===== config.mk =====
export PLATFORM = sky130hd
export DESIGN_NAME = rcea_ctrl_rom
export DESIGN_NICKNAME = d
export VERILOG_FILES = /design/src/design/rcea_pkg.sv /design/src/design/rcea_ctrl_rom.sv
export SDC_FILE = /design/constraint.sdc
export NUM_CORES = 1
export LEC_CHECK = 0
export BUFFER_PORTS_ARGS = -buffer_cell sky130_fd_sc_hd__buf_2
export CAP_MARGIN = 10
export CELL_PAD_IN_SITES_DETAIL_PLACEMENT = 0
export CELL_PAD_IN_SITES_GLOBAL_PLACEMENT = 2
export CORE_AREA = 2 2 39 41
export DETAILED_ROUTE_END_ITERATION = 8
export DIE_AREA = 0 0 41 43
export PLACE_DENSITY_LB_ADDON = 0.1
export RECOVER_POWER = 50
export SETUP_SLACK_MARGIN = 0.2
export SLEW_MARGIN = 40
export SYNTH_ARGS = -nofsm -noshare
export SYNTH_HDL_FRONTEND = slang
export SYNTH_SLANG_ARGS = --single-unit

===== constraint.sdc =====
create_clock -name vclk -period 0.8
set_input_delay 0 -clock vclk [all_inputs]
set_output_delay 0 -clock vclk [all_outputs]
set_load 0.01 [all_outputs]

===== src/design/rcea_pkg.sv =====
// Shared types and constants for the range count-equal-then-assign block.
`default_nettype none

package rcea_pkg;

   // Fixed field widths of the item and result ports, and of the step address.
   localparam int IDX_W  = 10;
   localparam int VAL_W  = 32;
   localparam int CNT_W  = 11;
   localparam int STEP_W = 3;

   // Opcodes of an input item.
   localparam logic OP_LOAD  = 1'b0;
   localparam logic OP_QUERY = 1'b1;

   // Microprogram step addresses.
   localparam logic [STEP_W-1:0] STEP_FETCH  = 3'd0;
   localparam logic [STEP_W-1:0] STEP_DECODE = 3'd1;
   localparam logic [STEP_W-1:0] STEP_SETUP  = 3'd2;
   localparam logic [STEP_W-1:0] STEP_WALK   = 3'd3;
   localparam logic [STEP_W-1:0] STEP_EMIT   = 3'd4;
   localparam logic [STEP_W-1:0] STEP_RET    = 3'd5;
   localparam logic [STEP_W-1:0] STEP_LOAD   = 3'd6;

   // Jump conditions: when true the sequencer goes to the target, else to the next step.
   typedef enum logic [2:0] {
      COND_NEXT     = 3'd0,
      COND_ALWAYS   = 3'd1,
      COND_NOT_ACC  = 3'd2,
      COND_IS_LOAD  = 3'd3,
      COND_EMPTY    = 3'd4,
      COND_NOT_LAST = 3'd5,
      COND_OUT_BUSY = 3'd6
   } cond_type;

   // One control word of the microprogram.
   typedef struct packed {
      logic              req_ready;
      logic              decode;
      logic              first_read;
      logic              walk;
      logic              emit;
      logic              load_write;
      cond_type          cond;
      logic [STEP_W-1:0] target;
   } ctrl_word_type;

   // Status flags from the datapath that the jump conditions test.
   typedef struct packed {
      logic accepted;
      logic is_load;
      logic empty;
      logic last;
      logic out_busy;
   } status_type;

endpackage

`default_nettype wire


===== src/design/rcea_ctrl_rom.sv =====
// Read-only control store holding the microprogram.
`default_nettype none

module rcea_ctrl_rom (
   input  wire logic [rcea_pkg::STEP_W-1:0] step,
   output rcea_pkg::ctrl_word_type          cw
);

   // One control word per step; unused addresses return to fetch.
   always_comb begin
      cw = '0;
      case (step)
         rcea_pkg::STEP_FETCH: begin
            cw.req_ready = 1'b1;
            cw.cond      = rcea_pkg::COND_NOT_ACC;
            cw.target    = rcea_pkg::STEP_FETCH;
         end
         rcea_pkg::STEP_DECODE: begin
            cw.decode = 1'b1;
            cw.cond   = rcea_pkg::COND_IS_LOAD;
            cw.target = rcea_pkg::STEP_LOAD;
         end
         rcea_pkg::STEP_SETUP: begin
            cw.first_read = 1'b1;
            cw.cond       = rcea_pkg::COND_EMPTY;
            cw.target     = rcea_pkg::STEP_EMIT;
         end
         rcea_pkg::STEP_WALK: begin
            cw.walk   = 1'b1;
            cw.cond   = rcea_pkg::COND_NOT_LAST;
            cw.target = rcea_pkg::STEP_WALK;
         end
         rcea_pkg::STEP_EMIT: begin
            cw.emit   = 1'b1;
            cw.cond   = rcea_pkg::COND_OUT_BUSY;
            cw.target = rcea_pkg::STEP_EMIT;
         end
         rcea_pkg::STEP_RET: begin
            cw.cond   = rcea_pkg::COND_ALWAYS;
            cw.target = rcea_pkg::STEP_FETCH;
         end
         rcea_pkg::STEP_LOAD: begin
            cw.load_write = 1'b1;
            cw.cond       = rcea_pkg::COND_ALWAYS;
            cw.target     = rcea_pkg::STEP_FETCH;
         end
         default: begin
            cw.cond   = rcea_pkg::COND_ALWAYS;
            cw.target = rcea_pkg::STEP_FETCH;
         end
      endcase
   end

endmodule

`default_nettype wire


Yosys cells after proc, flatten, opt, wreduce, memory -nomap -nowiden

Index checks and enable logic that the tools add are counted.

Equal/unequal tests: 5
Mux-type cells: 7
Reduce and logical (&&, ||, !) cells: 1

Operators with widths:

| cell                                          | count |
|---|---|
| case mux 6 bit (5 select lines)               | 1 |
| == test 3 x 2 -> 1 bit, second input constant | 2 |
| == test 3 bit, second input constant          | 2 |
| 2-to-1 mux 1 bit                              | 6 |
| == test 3 x 1 -> 1 bit, second input constant | 1 |
| zero test 3 bit                               | 1 |

Register bits after elaboration: 0
Input port bits: 3
Output and inout bits: 12
Word-level logic and storage cells: 13

Longest topological paths before layout

Gate-level depths: netlist of run 1.

Depth after elaboration: 2
Mapped depth: 3
Gate-level depth less buffers: 2

Least setup slack after synthesis of run 1

Ideal clock, no wire load.

Path kind: in2out
From: input port step[1] (netlist name)
To: output port cw[9] (netlist name)
Arrival time: 541 ps
Required time: 800 ps
Slack: 259 ps
Stages: 3
Buffers on the path: 1
Path through: buf_2 inv_1 nor3_1

RTL lines:

| element     | line               | text |
|---|---|---|
| from (decl) | rcea_ctrl_rom.sv:5 | `input wire logic [rcea_pkg::STEP_W-1:0] step,` |
| to (decl)   | rcea_ctrl_rom.sv:6 | `output rcea_pkg::ctrl_word_type cw` |

==> impl_metrics.yaml, run 1 <==
pwr:
  vdd_drop_max_mv: 0.0975
  p_switching_w: 0.0000599
  p_leak_nw: 0.110
  p_sw_frac: 0.499
  p_int_w: 0.0000601
  p_per_area_nw_per_um2: 536
  clock_power_share: 0
  combPwrFrac: 1.000
  power_w: 0.000120
  p_seq_frac: 0
yosys:
  synthCells: 18
  syn_avg_cell_area_um2: 6.46
  synth.top_cell.area_share: 0.161
  yosysTopAreaCell: "and2_1"
  synth_most_common_cell: "and2_1"
  synthDistinctLibCells: 14
  yosysWarningCount: 0
  synthesis.nets: 21
  syn_area_um2: 116
  synth_common_cells: "and2_1, nor2_1, nor3_1"
  netlist_top_cells_area: "and2_1, nor2b_4, mux2i_1"
  synth-seq-area-share: 0
placement:
  gp_congestion: 0.587
  placement.io_buffers: 15
  dp.final_hpwl_um: 312
detailed_routing:
  avgRoutedWirePerCell_um: 7.98
  drc_errors: 0
  dr.pass1.iters: 1
  vias_per_cell: 3.46
  ant_nets: 0
  vias: 166
  drtIter0Drc: 0
  wl_um: 383
setup_path:
  worst_ep_required_time_ps: 800
  end_kind: "primary output"
  crit_type: "input port to primary output"
  cp.arrival_ps: 620
  cp-start-kind: "input port"
  cp_max_fo: 4
timing:
  slew_viol_final: 0
  slew_headroom: 0.904
  rsz0062_at_grt: "yes"
  fmaxAchievable_mhz: 1620
  final_hold_viol_count: 0
  finalSetupViolCount: 0
  final.min_clock_period_ps: 618
  min_period_over_period: 0.773
  tightest_slew_ps: 143
  tns_ps: 0
global_routing:
  gr-total-overflow: 0
  use_met3: 0
  grt-busiest-layer: "met2"
  grt_first_pass_wirelength_um: 545
  grt_pass1_vias: 135
  grt_util_met1: 0.0506
  antenna_found_initial: 0
  grt_max_degree: 10
  grtUsageMet2: 0.0750
  grt_usage: 0.0400
clock_tree:
  hold_buffers: 0
status:
  status: "complete, no violations"
layout:
  clockBufferCount: 0
  insertedDiodeCount: 0
  final_nets: 37
  drive_above_1_share: 0.438
  seq_cells: 0
  ff_latch_area_um2: 0
  syn2layout_area_growth_pct: 92.5
floorplan:
  initial_core_util: 0.0841
  rows: 14
  core_um2: 1380
  dieWidth_um: 41
  fp.dieArea_um2: 1760
  num_io_pins: 15
  die_h_um: 43
hold_path:
  hold_class: "input port to primary output"
  min_path_cells: 3
run:
  drv_cap: 0
==> area by class of cell <==
class / count / area (um^2)
fillers: 170 / 1160
multi-input cells: 15 / 100
repair buffers: 16 / 100
well taps: 16 / 20.0
inverters: 1 / 3.75
==> repair_timing <==
| action | 4_1_cts | 5_1_grt |
|---|---|---|
| buffers inserted | 1 | 0 |
| pin swaps | 1 | 0 |
| setup endpoints to repair | 6 | 3 |
| endpoints found under the hold margin | 0 | 0 |
| resized for setup | 7 | 1 |
| gates cloned | 0 | 0 |
==> metrics by stage <==
stage / cell area (um^2) / utilization / setup WS (ps) / cells / hold slack (ps)
2_1_floorplan: 116 / - / 259 / 18 / 50.7
3_3_place_gp: 199 / 0.144 / 110 / 47 / 351
3_5_place_dp: 199 / 0.144 / 99.5 / 47 / 353
4_1_cts: 230 / 0.166 / 172 / 48 / 249
5_1_grt: 224 / 0.162 / 164 / 48 / 259
6_report: 224 / 0.162 / 182 / 48 / 249
==> path summary, 6_finish.rpt <==
check	start	end	slack (ps)
setup / recovery	step[2]	cw[2]	180
hold / removal	step[2]	cw[1]	250
==> power groups by stage <==
stage                     Clock (W)  Sequential [W]  Combinational (W)
after floorplan                   0               0          0.0000673
after global placement            0               0           0.000107
after detailed placement          0               0           0.000107
after CTS                         0               0           0.000124
after global routing              0               0           0.000131
final                             0               0           0.000120
==> logic make-up after synthesis <==
kind of cell | share of synthesized area
and+or+nand+nor | 0.538
AOI/OAI and AO/OA | 0.237
muxes | 0.0860
buffers and inverters | 0.140
==> critical path, stage by stage <==
cell,delay (ps)
buf_12,100
nor2b_1,120
o31a_1,260
buf_2,140
==> layer usage <==
metal,vias to the layer above,part of all wire
li1,88,-
met1,69,0.47
met2,9,0.44
met3,0,0.094
met4,0,0
met5,-,0
==> layout by cell type, fill, tap and decap left out, drive strengths merged, types with 2 or more instances in the layout <==
master / netlist / routed
and2: 3 / 3
buf: 2 / 11
clkbuf: 0 / 5
nor2: 2 / 2
nor2b: 2 / 2
nor3: 2 / 2
(Power assumes the default switching activity.)
==> run 2: changes to the inputs <==
--- a/config.mk
+++ b/config.mk
@@ -5,6 +5,7 @@
 export SDC_FILE = /design/constraint.sdc
 export NUM_CORES = 1
 export LEC_CHECK = 0
+export ABC_AREA = 1
 export BUFFER_PORTS_ARGS = -buffer_cell sky130_fd_sc_hd__buf_2
 export CAP_MARGIN = 10
 export CELL_PAD_IN_SITES_DETAIL_PLACEMENT = 0
==> run 2 against run 1 <==
  * Worst hold slack improved by 77 ps
  * Global-route usage grew 0.50 points
  * Sequential share of layout area stayed put
  * Die area is the same
  * Critical path depth increased by 1
  * Non-clock buffer count fell by 1
  * Maximum frequency is 14% higher
  * Via count up 9.0%
  * Largest cell class unchanged
==> impl_metrics.yaml, run 2 <==
detailed_routing:
  avgRoutedWirePerCell_um: 7.30
  vias: 181
  drc_errors: 0
  drtIter0Drc: 2
  vias_per_cell: 3.42
  ant_nets: 0
  dr.pass1.iters: 4
  wl_um: 387
placement:
  gp_congestion: 0.602
  dp.final_hpwl_um: 333
  placement.io_buffers: 15
layout:
  syn2layout_area_growth_pct: 115
  seq_cells: 0
  ff_latch_area_um2: 0
  final_nets: 42
  insertedDiodeCount: 0
  final_common_cell: "buf_2"
  clockBufferCount: 0
  fin_util: 0.142
  fillCellCount: 180
  mostFrequentLayoutCells: "buf_2, nor2_1, inv_1"
  drive_above_1_share: 0.459
yosys:
  synth-seq-area-share: 0
  synth.top_cell.area_share: 0.205
  synthesis.nets: 25
  synth_common_cells: "inv_1, nor2_1, nand2_1, nand3_1"
  synthCells: 22
  yosysTopAreaCell: "inv_1"
  syn_avg_cell_area_um2: 4.15
  netlist_top_cells_area: "inv_1, nor2_1, nand3_1"
  synthDistinctLibCells: 8
  yosysWarningCount: 0
  syn_area_um2: 91.3
timing:
  final.min_clock_period_ps: 543
  final_hold_viol_count: 0
  min_period_over_period: 0.679
  tightest_slew_ps: 138
  tns_ps: 0
  finalSetupViolCount: 0
  rsz0062_at_grt: "yes"
  slew_headroom: 0.907
  whs_ps: 326
  slew_viol_final: 0
  fmaxAchievable_mhz: 1840
setup_path:
  worst_ep_required_time_ps: 800
  cp.arrival_ps: 540
  cp-start-kind: "input port"
  cp_max_fo: 6
  end_kind: "primary output"
  crit_type: "input port to primary output"
pwr:
  p_per_area_nw_per_um2: 535
  vdd_drop_max_mv: 0.0785
  p_leak_nw: 0.136
floorplan:
  initial_core_util: 0.0660
  rows: 14
  dieWidth_um: 41
  die_h_um: 43
  num_io_pins: 15
  core_um2: 1380
  fp.dieArea_um2: 1760
hold_path:
  min_path_cells: 3
  hold_class: "input port to primary output"
global_routing:
  grt_pass1_vias: 148
  antenna_found_initial: 0
  grt_first_pass_wirelength_um: 600
  grt_usage: 0.0450
  gr-total-overflow: 0
  grt_max_degree: 7
clock_tree:
  cts_setup_buffers: 0
run:
  drv_cap: 0
status:
  status: "complete, no violations"
## run 2: changes by cell type in the layout (fill, tap and decap cells not counted), sizes merged
cell	delta
nand3	+3
nand2b	-1
mux2i	-1
nor2b	-2
a21o	-1
a21oi	+1
nand2	+3
nor3	-1
buf	+1
clkbuf	-2
and2	-3
nor2	+3
o31a	-1
inv	+6
## run 2: final cells by class
cell class / count / area (um^2) / area share
tap: 16 / 20.0 / 0.102
timing repair buffer: 15 / 71.3 / 0.363
multi-input combinational: 15 / 73.8 / 0.376
inverter: 7 / 31.3 / 0.159
## run 2: power breakdown
part	switching, W	leakage, nW	internal, W	total [W]
Sequential	0	0	0	0
Combinational	0.0000658	0.136	0.0000393	0.000105
Clock	0	0	0	0
## run 2: layer usage
metal | up-vias | GRT usage | part of all wire
met1 | 74 | 0.0696 | 0.46
met4 | 0 | 0 | 0
met3 | 0 | 0 | 0.13
li1 | 97 | - | -
met2 | 10 | 0.0719 | 0.41
met5 | - | 0 | 0
## run 2: logic make-up (layout without fill, tap and decap cells)
group                  after synthesis  count (layout)  share of synthesized area
AOI/OAI and AO/OA                    3               3                      0.164
and+or+nand+nor                     12              12                      0.548
buffers and inverters                7              22                      0.288
## run 2: what timing repair did
action	CTS	global route
setup endpoints to repair	0	3
hold endpoints to repair	0	0
resized for setup	0	5
hold buffers	0	0
## run 2: per-stage QoR
step	total power (W)	worst slack [ps]	cells	cell area, um^2
global route	0.000120	196	53	196
global placement	0.000102	243	53	186
CTS	0.000101	234	53	186
finish	0.000105	257	53	196
detailed placement	0.000101	239	53	186
floorplan	0.0000505	459	22	91.3
## run 2: critical path, stage by stage
cell     delay [ps]
buf_2           140
inv_4            80
nand2_1          80
a21oi_2         110
buf_2           130
## run 2: worst paths after layout
check / to / startpoint / slack, ps
hold / removal: cw[6] / step[0] / 330
setup / recovery: cw[5] / step[1] / 260
