[src/design/rcea_pkg.sv]
// Shared types and constants for the range count-equal-then-assign block.
`default_nettype none

package rcea_pkg;

   // Fixed field widths of the item and result ports, and of the step address.
   localparam int IDX_W  = 10;
   localparam int VAL_W  = 32;
   localparam int CNT_W  = 11;
   localparam int STEP_W = 3;

   // Opcodes of an input item.
   localparam logic OP_LOAD  = 1'b0;
   localparam logic OP_QUERY = 1'b1;

   // Microprogram step addresses.
   localparam logic [STEP_W-1:0] STEP_FETCH  = 3'd0;
   localparam logic [STEP_W-1:0] STEP_DECODE = 3'd1;
   localparam logic [STEP_W-1:0] STEP_SETUP  = 3'd2;
   localparam logic [STEP_W-1:0] STEP_WALK   = 3'd3;
   localparam logic [STEP_W-1:0] STEP_EMIT   = 3'd4;
   localparam logic [STEP_W-1:0] STEP_RET    = 3'd5;
   localparam logic [STEP_W-1:0] STEP_LOAD   = 3'd6;

   // Jump conditions: when true the sequencer goes to the target, else to the next step.
   typedef enum logic [2:0] {
      COND_NEXT     = 3'd0,
      COND_ALWAYS   = 3'd1,
      COND_NOT_ACC  = 3'd2,
      COND_IS_LOAD  = 3'd3,
      COND_EMPTY    = 3'd4,
      COND_NOT_LAST = 3'd5,
      COND_OUT_BUSY = 3'd6
   } cond_type;

   // One control word of the microprogram.
   typedef struct packed {
      logic              req_ready;
      logic              decode;
      logic              first_read;
      logic              walk;
      logic              emit;
      logic              load_write;
      cond_type          cond;
      logic [STEP_W-1:0] target;
   } ctrl_word_type;

   // Status flags from the datapath that the jump conditions test.
   typedef struct packed {
      logic accepted;
      logic is_load;
      logic empty;
      logic last;
      logic out_busy;
   } status_type;

endpackage

`default_nettype wire

[src/design/rcea_seq.sv]
// Micro-sequencer: step counter with conditional jumps.
`default_nettype none

module rcea_seq (
   input  wire logic                         clock,
   input  wire logic                         reset,
   input  wire rcea_pkg::ctrl_word_type      cw,
   input  wire rcea_pkg::status_type         status,
   output logic [rcea_pkg::STEP_W-1:0]       step
);

   logic [rcea_pkg::STEP_W-1:0] upc_ff;
   logic [rcea_pkg::STEP_W-1:0] upc_in;
   logic                        take;

   // Evaluate the jump condition of the current control word.
   always_comb begin
      case (cw.cond)
         rcea_pkg::COND_NEXT:     take = 1'b0;
         rcea_pkg::COND_ALWAYS:   take = 1'b1;
         rcea_pkg::COND_NOT_ACC:  take = !status.accepted;
         rcea_pkg::COND_IS_LOAD:  take = status.is_load;
         rcea_pkg::COND_EMPTY:    take = status.empty;
         rcea_pkg::COND_NOT_LAST: take = !status.last;
         rcea_pkg::COND_OUT_BUSY: take = status.out_busy;
         default:                 take = 1'b1;
      endcase
      upc_in = take ? cw.target : upc_ff + rcea_pkg::STEP_W'(1);
   end

   // Step counter.
   always_ff @(posedge clock) begin
      if (reset) begin
         upc_ff <= rcea_pkg::STEP_FETCH;
      end else begin
         upc_ff <= upc_in;
      end
   end

   assign step = upc_ff;

endmodule

`default_nettype wire

[config.mk]
export PLATFORM = sky130hd
export DESIGN_NAME = rcea_seq
export DESIGN_NICKNAME = d
export VERILOG_FILES = /design/src/design/rcea_pkg.sv /design/src/design/rcea_seq.sv
export SDC_FILE = /design/constraint.sdc
export NUM_CORES = 1
export LEC_CHECK = 0
export BUFFER_PORTS_ARGS = -buffer_cell sky130_fd_sc_hd__buf_2
export CORE_AREA = 2 2 39 41
export DETAILED_ROUTE_END_ITERATION = 10
export DIE_AREA = 0 0 41 43
export HOLD_SLACK_MARGIN = 0.03
export PLACE_DENSITY = 0.48
export SETUP_SLACK_MARGIN = 0.05
export SLEW_MARGIN = 20
export SYNTH_ARGS = -nofsm -noshare
export SYNTH_HDL_FRONTEND = slang
export SYNTH_SLANG_ARGS = --single-unit
[constraint.sdc]
create_clock -name clock -period 1.1 [get_ports clock]
set_clock_uncertainty 0.05 [all_clocks]
set_input_delay 0.165 -clock clock [delete_from_list [all_inputs] [get_ports clock]]
set_output_delay 0.165 -clock clock [all_outputs]
set_load 0.05 [all_outputs]
* Word-level counts from Yosys, hierarchy flattened *
Index checks and enable logic that the tools add are counted.
W data, S select, Z words.

cells by class
  eq/ne operators = 5
  $add $sub $neg = 1
  muxes and demuxes = 2
  reductions and logical operators = 3

operators with widths
  cell                   number
  $eq A3 B3 Y1 const B   3
  $eq A3 B2 Y1 const B   2
  $pmux W1 S6            1
  $add A3 B1 Y3 const B  1
  $logic_not A3 Y1       1
  $mux W3                1
  $logic_not A1 Y1       2

word-level totals
  word-level logic and storage cells = 12
  input port bits = 19
  register bits after elaboration = 3
  output and inout bits = 3

* Logic depth before layout (Yosys ltp) *
Gate-level depths: netlist of the first run.

  depth after elaboration = 3
  depth in mapped cells = 4
  gate-level depth less buffers = 4

* Worst setup path after synthesis of the first run *
OpenSTA, ideal clock, no wires.

  path type = register to register
  from = reg upc_ff (netlist bit step[0])
  to = reg upc_ff (netlist bit step[2])
  buffers on the path = 0
  arrival time = 1.157 ns
  slack = -0.185 ns
  period minus slack after synthesis = 1.285 ns
  cell stages (with the launch flop) = 5
  library setup time = 0.078 ns
  required time = 0.972 ns
  path through = dfxtp_1 ha_1 xor2_1 a21oi_1 nor3_1

between the ends
  word-level cells in the longest chain between the ends = 2

ends and longest elaborated chain
  element                   line            RTL
  start: declaration        rcea_seq.sv:12  logic [rcea_pkg::STEP_W-1:0] upc_ff;
  start signal: assignment  rcea_seq.sv:34  upc_ff <= rcea_pkg::STEP_FETCH;
  start signal: assignment  rcea_seq.sv:36  upc_ff <= upc_in;
  $add A3 B1 Y3             rcea_seq.sv:28  upc_in = take ? cw.target : upc_ff + rcea_pkg::STEP_W'(1);
  $mux W3                   rcea_seq.sv:28

No other way between the ends.
A chain may end at the register's enable or synchronous reset.

* Worst setup path after layout of the first run *
Ends and elaborated chain as after synthesis.

==> results of run 1 <==
[stage by stage]
stage	TNS (ps)	hold slack (ps)	setup slack [ps]	area, µm²
finish	0	65.1	93.8	383
global route	0	63.4	35.1	383
CTS	0	60.9	60.3	353
detailed placement	-444	308	-161	324
global placement	-384	306	-140	324
floorplan	0	168	30.8	214
[where the power goes]
group          switching, mW  internal [mW]  leakage (nW)
clock                 0.0577          0.136        0.0150
combinational         0.0786         0.0634         0.143
sequential           0.00794          0.121        0.0264
total                  0.144          0.321         0.185
[what timing repair did]
item / 4_1_cts / 5_1_grt
hold endpoints to repair: 0 / 0
setup endpoints to repair: 1 / 5
resized for setup: 1 / 8
pin swaps: 0 / 1
buffers inserted: 0 / 0
[metal layers]
metal | vias up | wire length, µm | GRT usage
met5 | - | 0 | 0
met4 | 0 | 21 | 0.100
met3 | 2 | 76 | 0.0209
met2 | 17 | 220 | 0.103
met1 | 107 | 230 | 0.0958
li1 | 132 | - | -
[kinds of logic (layout without fill, tap and decap cells)]
kind of cell	Yosys count	in the layout	synth area share
adders and majority gates	1	1	0.0617
AOI/OAI and AO/OA	9	9	0.309
buffers and inverters	0	21	0
xor gates and xnor gates	1	1	0.0432
and+or+nand+nor	9	9	0.290
DFF	3	3	0.296
[cells in the final DEF (no fill, tap or decap), types with 2 or more instances in the layout]
| cell | Yosys | routed |
|---|---|---|
| nor3_1 | 2 | 2 |
| buf_2 | 0 | 11 |
| a21oi_1 | 2 | 2 |
| and3b_1 | 2 | 2 |
| clkbuf_4 | 0 | 5 |
| buf_4 | 0 | 3 |
| dfxtp_4 | 0 | 2 |
| nand3_1 | 2 | 2 |
[cell type report]
class,instances,area (µm²),share of cell area
multi-input combinational,20,164,0.428
timing repair buffer,17,104,0.271
sequential,3,68.8,0.180
clock buffer,4,26.3,0.0686
tap,16,20.0,0.0523
[how the worst min path moves through the flow]
stage                     startpoint                 end
after floorplan                reset  step[0]$_SDFF_PP0_
after global placement         reset  step[0]$_SDFF_PP0_
after detailed placement       reset  step[0]$_SDFF_PP0_
after CTS                      reset  step[0]$_SDFF_PP0_
after global routing           reset  step[0]$_SDFF_PP0_
final                          reset  step[0]$_SDFF_PP0_
==> metrics.txt, run 1 <==
Crit path depth=4; Total Power=~0.47 mW; endpoint of the lowest-slack register-to-register path=step[2]$_SDFF_PP0_; fillers=153; min cycle time layout=about 1000 ps; Post-synth EDFFs=0; Max Cap Viol=0; dpl cells=56; final wirelength=548 µm; slowest library cell on the worst path=dfxtp_4; Post-Synthesis Cells=23; wire length of the first global-routing pass=931 µm; max incr delay on CP=340 ps; kind of capture point of the worst setup path=flop; timing-limited maximum frequency=just under 1000 MHz; primary flip-flop cell chosen by synthesis mapping=dfxtp_1; ratio of cells with drive above 1 in the final layout=0.636; average instance area after synthesis=slightly below 9 µm²; DRC=0; antenna violations before repair=0; path type of the worst min-delay path=input port to flop; unrepaired setup endpoints after global routing=true; Post-synth ARST share=0; Detailed Route Iter0 Violations=1; clk sink count=3; Crit path max-delay family=flip-flops; leading cell types by total area after synthesis=dfxtp_1, and3b_1, ha_1; power density over the cells=around 1200 nW/µm²; number of search-and-repair iterations in the first detailed-routing pass=2; cell chain of the critical path=ha_2 -> xor2_1 -> a21oi_1 -> nor3_1; Yosys warning total=0; number of buffer cells added on primary ports=15; full die area=approximately 1800 µm²; number of register bits inferred by synthesis=3; die width=41 µm; Overflow after GRT=0; required time reported for the critical path endpoint=between 1000 and 1500 ps; most area-hungry cell type in the Yosys netlist=dfxtp_1; number of hold buffers added after CTS=0; crit share post-route=0.915; synth-to-layout area growth=88.9%; Ports=22; number of non-filler instances in the completed layout=60; top fanout value on the critical path=3; clock edge transition at the registers on the reported setup and hold paths=40 ps; H-tree depth=1; clock network latency to the later pin of the worst-skew pair=230 ps; Worst Reg-to-Reg Cells=4; portion of synthesized cell area occupied by the leading cell type=0.296; overall die height=43 µm; Syn Std Cell Area=203 µm²; Max-Slew Margin vs Limit=0.815; distinct cell type count of the synthesized netlist=16; starting utilization of the core area=0.146; number of nets with antenna violations after routing=0; Final setup violation count=0; drt wl/cell=just over 9 µm; max reg flops=3; CTS tree=built; buffer depth of the longest clock path=2; signal arrival time at the worst endpoint=1070 ps; start of the worst register-to-register path=step[0]$_SDFF_PP0_; outcome=finished, final reports clean; syn_nets=43; number of nets in the final layout=65; maximum number of pins on one net before global-route repair=6; core area=1380 µm²; via count of the first global-routing pass=between 200 and 250; vias per cell=4.30; launch point of the worst path=step[0]$_SDFF_PP0_; sequential cell area fraction in the yosys report=0.296; detailed-route via count=258; worst path bufs/invs=0; Final Max Tran Viols=0; CTS Buf Count=3; worst ir drop on vdd=0.000188 V; GRT Resource Usage Total=0.0822; Finished Core Util=0.277; Placement Rows=14; antenna fix cells=0; clock root buffer=clkbuf_4; Final GP Congestion=between 0.6 and 0.7; leakage power of the design=0.185 nW; most used standard cell by instance count after synthesis=dfxtp_1; startpoint types=flop; path type of the worst setup path=flop to flop; slack of the worst reg-to-reg path=90 ps; Worst Tran Pin Value=275 ps; worst setup path endpoint=step[2]$_SDFF_PP0_; number of instances on the worst hold path=2; final-report hold violation count=0
(Power assumes the default switching activity.)
==> inputs of run 2 (changes only) <==
--- a/config.mk
+++ b/config.mk
@@ -10,7 +10,7 @@
 export DETAILED_ROUTE_END_ITERATION = 10
 export DIE_AREA = 0 0 41 43
 export HOLD_SLACK_MARGIN = 0.03
-export PLACE_DENSITY = 0.48
+export PLACE_DENSITY = 0.41
 export SETUP_SLACK_MARGIN = 0.05
 export SLEW_MARGIN = 20
 export SYNTH_ARGS = -nofsm -noshare
==> run 2 against run 1 <==
Effect of this change:
- design area is 6.2% lower
- register-to-register slack about the same
- sequential share of layout area increased by 1.2 points
- clock power hardly changed
- power fell by 2.1%
- count of clock-buffer cells in the layout unchanged
- first-iteration DRC count is 100% lower
- global-route usage is 0.30 points lower
- via count is 2.3% lower
- critical path type is now input port to flop
- critical endpoint is now step[0]$_SDFF_PP0_
- largest power group unchanged
- highest routed layer unchanged
==> metrics.txt, run 2 (same netlist as run 1, synthesis figures left out) <==
worst ir drop on vdd=around 0.00018 V; number of instances on the worst hold path=2; Final setup violation count=0; buffer depth of the longest clock path=2; Ports=22; max reg flops=3; Placement Rows=14; P_sw=0.142 mW; clock edge transition at the registers on the reported setup and hold paths=40 ps; commonest non-fill, non-tap cell in the layout=buf_2; timing-limited maximum frequency=973 MHz; Worst Tran Pin Value=~270 ps; slack of the worst reg-to-reg path=90 ps; clock network latency to the later pin of the worst-skew pair=approximately 230 ps; GRT Resource Usage Total=0.0792; required time reported for the critical path endpoint=1220 ps; dpl cells=55; antenna violations before repair=0; via count of the first global-routing pass=231; clock root buffer=clkbuf_4; Hold WS=between 60 and 70 ps; Overflow after GRT=0; launch point of the worst path=cw[5]; Detailed Route Iter0 Violations=0; maximum number of pins on one net before global-route repair=6; worst hold path startpoint=reset; internal cell power=0.313 mW; H-tree depth=1; power density over the cells=1270 nW/µm²; number of non-filler instances in the completed layout=59; vias per cell=4.27; Crit path max-delay family=compound AO/OA/AOI/OAI gates; slowest library cell on the worst path=a311o_1; synth-to-layout area growth=77.2%; Final GP Congestion=0.597; path type of the worst setup path=input port to flop; placed inst area=317 µm²; drt wl/cell=9.47 µm; number of search-and-repair iterations in the first detailed-routing pass=1; total of cells resized after clock tree synthesis=1; path type of the worst min-delay path=input port to flop; Finished Core Util=0.259; number of hold buffers added after CTS=0; Total Power=0.455 mW; min cycle time layout=~1000 ps; endpoint of the lowest-slack register-to-register path=step[2]$_SDFF_PP0_; kind of capture point of the worst setup path=flop; overall die height=43 µm; CTS Buf Count=3; Max-Slew Margin vs Limit=0.819; starting utilization of the core area=0.146; full die area=1760 µm²; post-route design area=359 µm²; Worst Reg-to-Reg Cells=4; antenna fix cells=0; CTS tree=built; commonest non-fill, non-tap cells in the layout=buf_2, clkbuf_4; crit share post-route=0.935; ratio of cells with drive above 1 in the final layout=0.605; wire length of the first global-routing pass=862 µm; top fanout value on the critical path=5; cell chain of the critical path=buf_2 -> and3b_1 -> a311o_1 -> a21o_1 -> a21oi_2; hold endpoint=step[0]$_SDFF_PP0_; number of nets in the final layout=64; die width=41 µm; number of nets with antenna violations after routing=0; detailed-route via count=252; dpl hpwl=493 µm; Final Max Tran Viols=0; combinational share of power=0.292; final-report hold violation count=0; power share of the clock group=0.425; outcome=finished, final reports clean; unrepaired setup endpoints after global routing=true; worst path bufs/invs=1; power share of the sequential group=0.283; final wirelength=559 µm; core area=1380 µm²; number of buffer cells added on primary ports=15; max incr delay on CP=380 ps; Max Cap Viol=0; Setup Fix Bufs, Post-CTS=0; startpoint types=input port; start of the worst register-to-register path=step[0]$_SDFF_PP0_; leakage power of the design=0.171 nW; clk sink count=3; DRC=0; proportion of total power due to net switching=0.312; signal arrival time at the worst endpoint=1140 ps
## run 2: cell types whose count changed in the layout (fill, tap and decap cells not counted)
| cell | change |
|---|---|
| clkbuf_4 | -1 |
| buf_4 | -1 |
| buf_2 | +2 |
| buf_6 | -1 |
| nand2b_4 | -1 |
| nand2b_1 | +1 |
## run 2: per-layer routing
| layer | part of all wire | vias up | GRT usage |
|---|---|---|---|
| met5 | 0 | - | 0 |
| met4 | 0.034 | 0 | 0.100 |
| met3 | 0.18 | 2 | 0.0262 |
| met2 | 0.37 | 18 | 0.0906 |
| met1 | 0.42 | 101 | 0.0958 |
| li1 | - | 131 | - |
## run 2: how the worst max path moves through the flow
stage / endpoint / slack [ps] / cells past startpoint
floorplan: step[0]$_SDFF_PP0_ / 30 / 4
global placement: step[1]$_SDFF_PP0_ / -180 / 5
detailed placement: step[0]$_SDFF_PP0_ / -160 / 5
CTS: step[1] / 60 / 1
global route: step[0]$_SDFF_PP0_ / 30 / 5
finish: step[0]$_SDFF_PP0_ / 70 / 5
## run 2: stage by stage
step / setup WS, ps / TNS (ps)
5_1_grt: 28.2 / 0
3_3_place_gp: -178 / -462
2_1_floorplan: 30.8 / 0
3_5_place_dp: -155 / -442
4_1_cts: 55.5 / 0
6_report: 71.9 / 0
## run 2: layout make-up
class	count	area, µm²
Clock buffer	4	26.3
Fill cell	163	1020
Multi-Input combinational cell	20	156
Sequential cell	3	68.8
Tap cell	16	20.0
Timing Repair Buffer	16	87.6
## run 2: worst reg2reg max path, stage by stage (launching register included)
cell,delay (ps)
dfxtp_4,340
ha_2,180
xor2_1,150
a21oi_1,110
nor3_1,60
## run 2: power by group through the flow
stage          registers (mW)  logic (mW)  clock network, mW
6_report                0.129       0.133              0.193
3_5_place_dp            0.131       0.126                  0
4_1_cts                 0.129       0.128              0.204
3_3_place_gp            0.130       0.127                  0
2_1_floorplan           0.168      0.0429                  0
5_1_grt                 0.130       0.145              0.212
==> inputs of run 3 (changes only) <==
--- a/config.mk
+++ b/config.mk
@@ -10,7 +10,7 @@
 export DETAILED_ROUTE_END_ITERATION = 10
 export DIE_AREA = 0 0 41 43
 export HOLD_SLACK_MARGIN = 0.03
-export PLACE_DENSITY = 0.41
+export PLACE_DENSITY_LB_ADDON = 0.1
 export SETUP_SLACK_MARGIN = 0.05
 export SLEW_MARGIN = 20
 export SYNTH_ARGS = -nofsm -noshare
==> run 3 against run 2 <==
Effect of this change:
- core utilization rose by 3.0 points
- via count rose by 1.2%
- sequential share of layout area fell by 2.0 points
- combinational power rose by 13%
- global-route usage rose by 0.60 points
- sequential power barely moved
==> metrics.txt, run 3 (same netlist as run 1, synthesis figures left out) <==
Overflow after GRT=0; worst hold path startpoint=reset; total negative setup slack=0 ps; drt wl/cell=between 10 and 15 µm; starting utilization of the core area=0.146; Ports=22; Final Max Tran Viols=0; synth-to-layout area growth=97.5%; hold endpoint=step[0]$_SDFF_PP0_; Placement Rows=14; H-tree depth=1; area taken by multi-input logic gates=164 µm²; GRT Resource Usage Total=0.0852; worst ir drop on vdd=approximately 0.00021 V; metal3 WL=~51 µm; vias per cell=4.18; signal arrival time at the worst endpoint=1160 ps; commonest non-fill, non-tap cell in the layout=buf_2; kind of capture point of the worst setup path=flop; CTS tree=built; P_sw=0.150 mW; maximum number of pins on one net before global-route repair=6; number of search-and-repair iterations in the first detailed-routing pass=2; Detailed Route Iter0 Violations=1; met2 routed WL=348 µm; number of hold buffers added after CTS=0; timing-limited maximum frequency=956 MHz; min cycle time layout=1050 ps; Final setup violation count=0; Setup Fix Bufs, Post-CTS=0; fillers=roughly 160; Worst Reg-to-Reg Cells=4; dpl hpwl=499 µm; power density over the cells=1190 nW/µm²; clock edge transition at the registers on the reported setup and hold paths=around 40 ps; internal cell power=roughly 0.33 mW; proportion of total power due to net switching=0.315; setup ws final=between 50 and 60 ps; unrepaired setup endpoints after global routing=true; clock root buffer=clkbuf_4; commonest non-fill, non-tap cells in the layout=buf_2, buf_4, clkbuf_4; clock network latency to the later pin of the worst-skew pair=240 ps; full die area=1760 µm²; Final GP Congestion=0.657; path type of the worst min-delay path=input port to flop; post-place setup slack=-202 ps; launch point of the worst path=cw[5]; via count of the first global-routing pass=approximately 270; final wirelength=634 µm; startpoint types=input port; top layer in use=met3; overall die height=43 µm; clk sink count=3; slack of the worst reg-to-reg path=110 ps; detailed-route via count=255; ratio of cells with drive above 1 in the final layout=0.644; number of buffer cells added on primary ports=15; required time reported for the critical path endpoint=around 1200 ps; number of nets with antenna violations after routing=0; Max Cap Viol=0; start of the worst register-to-register path=step[0]$_SDFF_PP0_; number of instances on the worst hold path=2; Worst Tran Pin Value=245 ps; met1 WL=234 µm; crit share post-route=0.951; DRC=0; max reg flops=3; buffer depth of the longest clock path=2; power share of the sequential group=0.269; leakage power of the design=a little under 0.2 nW; antenna fix cells=0; endpoint of the lowest-slack register-to-register path=step[2]$_SDFF_PP0_; antenna violations before repair=0; outcome=finished, final reports clean; combinational share of power=0.314; Register Area=a little under 70 µm²; CTS Buf Count=3; power share of the clock group=0.417; Max-Slew Margin vs Limit=0.837; top fanout value on the critical path=5; final-report hold violation count=0; die width=41 µm; wire length of the first global-routing pass=938 µm; path type of the worst setup path=input port to flop; core area=1380 µm²; number of nets in the final layout=66
==> run 3: layout make-up <==
class | instances | share of cell area
Clock buffer | 4 | 0.0656
Multi-Input combinational cell | 20 | 0.409
Sequential cell | 3 | 0.172
Tap cell | 16 | 0.0500
Timing Repair Buffer | 18 | 0.303
==> run 3: how the worst max path moves through the flow <==
stage / to / cells past startpoint / slack, ps
finish: step[0]$_SDFF_PP0_ / 5 / 50
global route: step[0]$_SDFF_PP0_ / 5 / 4
CTS: step[1]$_SDFF_PP0_ / 5 / 50
detailed placement: step[1]$_SDFF_PP0_ / 5 / -200
global placement: step[1]$_SDFF_PP0_ / 5 / -180
floorplan: step[0]$_SDFF_PP0_ / 4 / 30
==> run 3: power by group through the flow <==
stage	Sequential [mW]	Clock (mW)	Combinational, mW
floorplan	0.168	0	0.0429
global placement	0.130	0	0.130
detailed placement	0.130	0	0.132
CTS	0.129	0.210	0.136
global route	0.130	0.218	0.162
finish	0.128	0.199	0.150
==> run 3: stage by stage <==
step	hold WS (ps)	area (µm²)	cells	util	power (mW)
floorplan	168	214	23	-	0.211
global placement	305	332	57	0.240	0.260
detailed placement	313	332	57	0.240	0.262
CTS	66.4	363	61	0.262	0.475
global route	80.8	400	61	0.289	0.511
finish	76.8	400	61	0.289	0.477
==> run 3: routing by layer <==
metal / track usage / vias to the layer above
met5: 0 / -
met4: 0.120 / 0
li1: - / 133
met3: 0 / 0
met2: 0.128 / 11
met1: 0.0831 / 111
==> run 3: what timing repair did <==
item / 4_1_cts / 5_1_grt
pin swaps: 0 / 3
cloned: 0 / 0
setup endpoints to repair: 2 / 4
gates resized for setup: 2 / 8
==> run 3: worst max-delay path, stage by stage <==
cell     delay [ps]
buf_8            80
or2b_1          250
a311o_1         330
a21o_1          210
a21oi_2         120
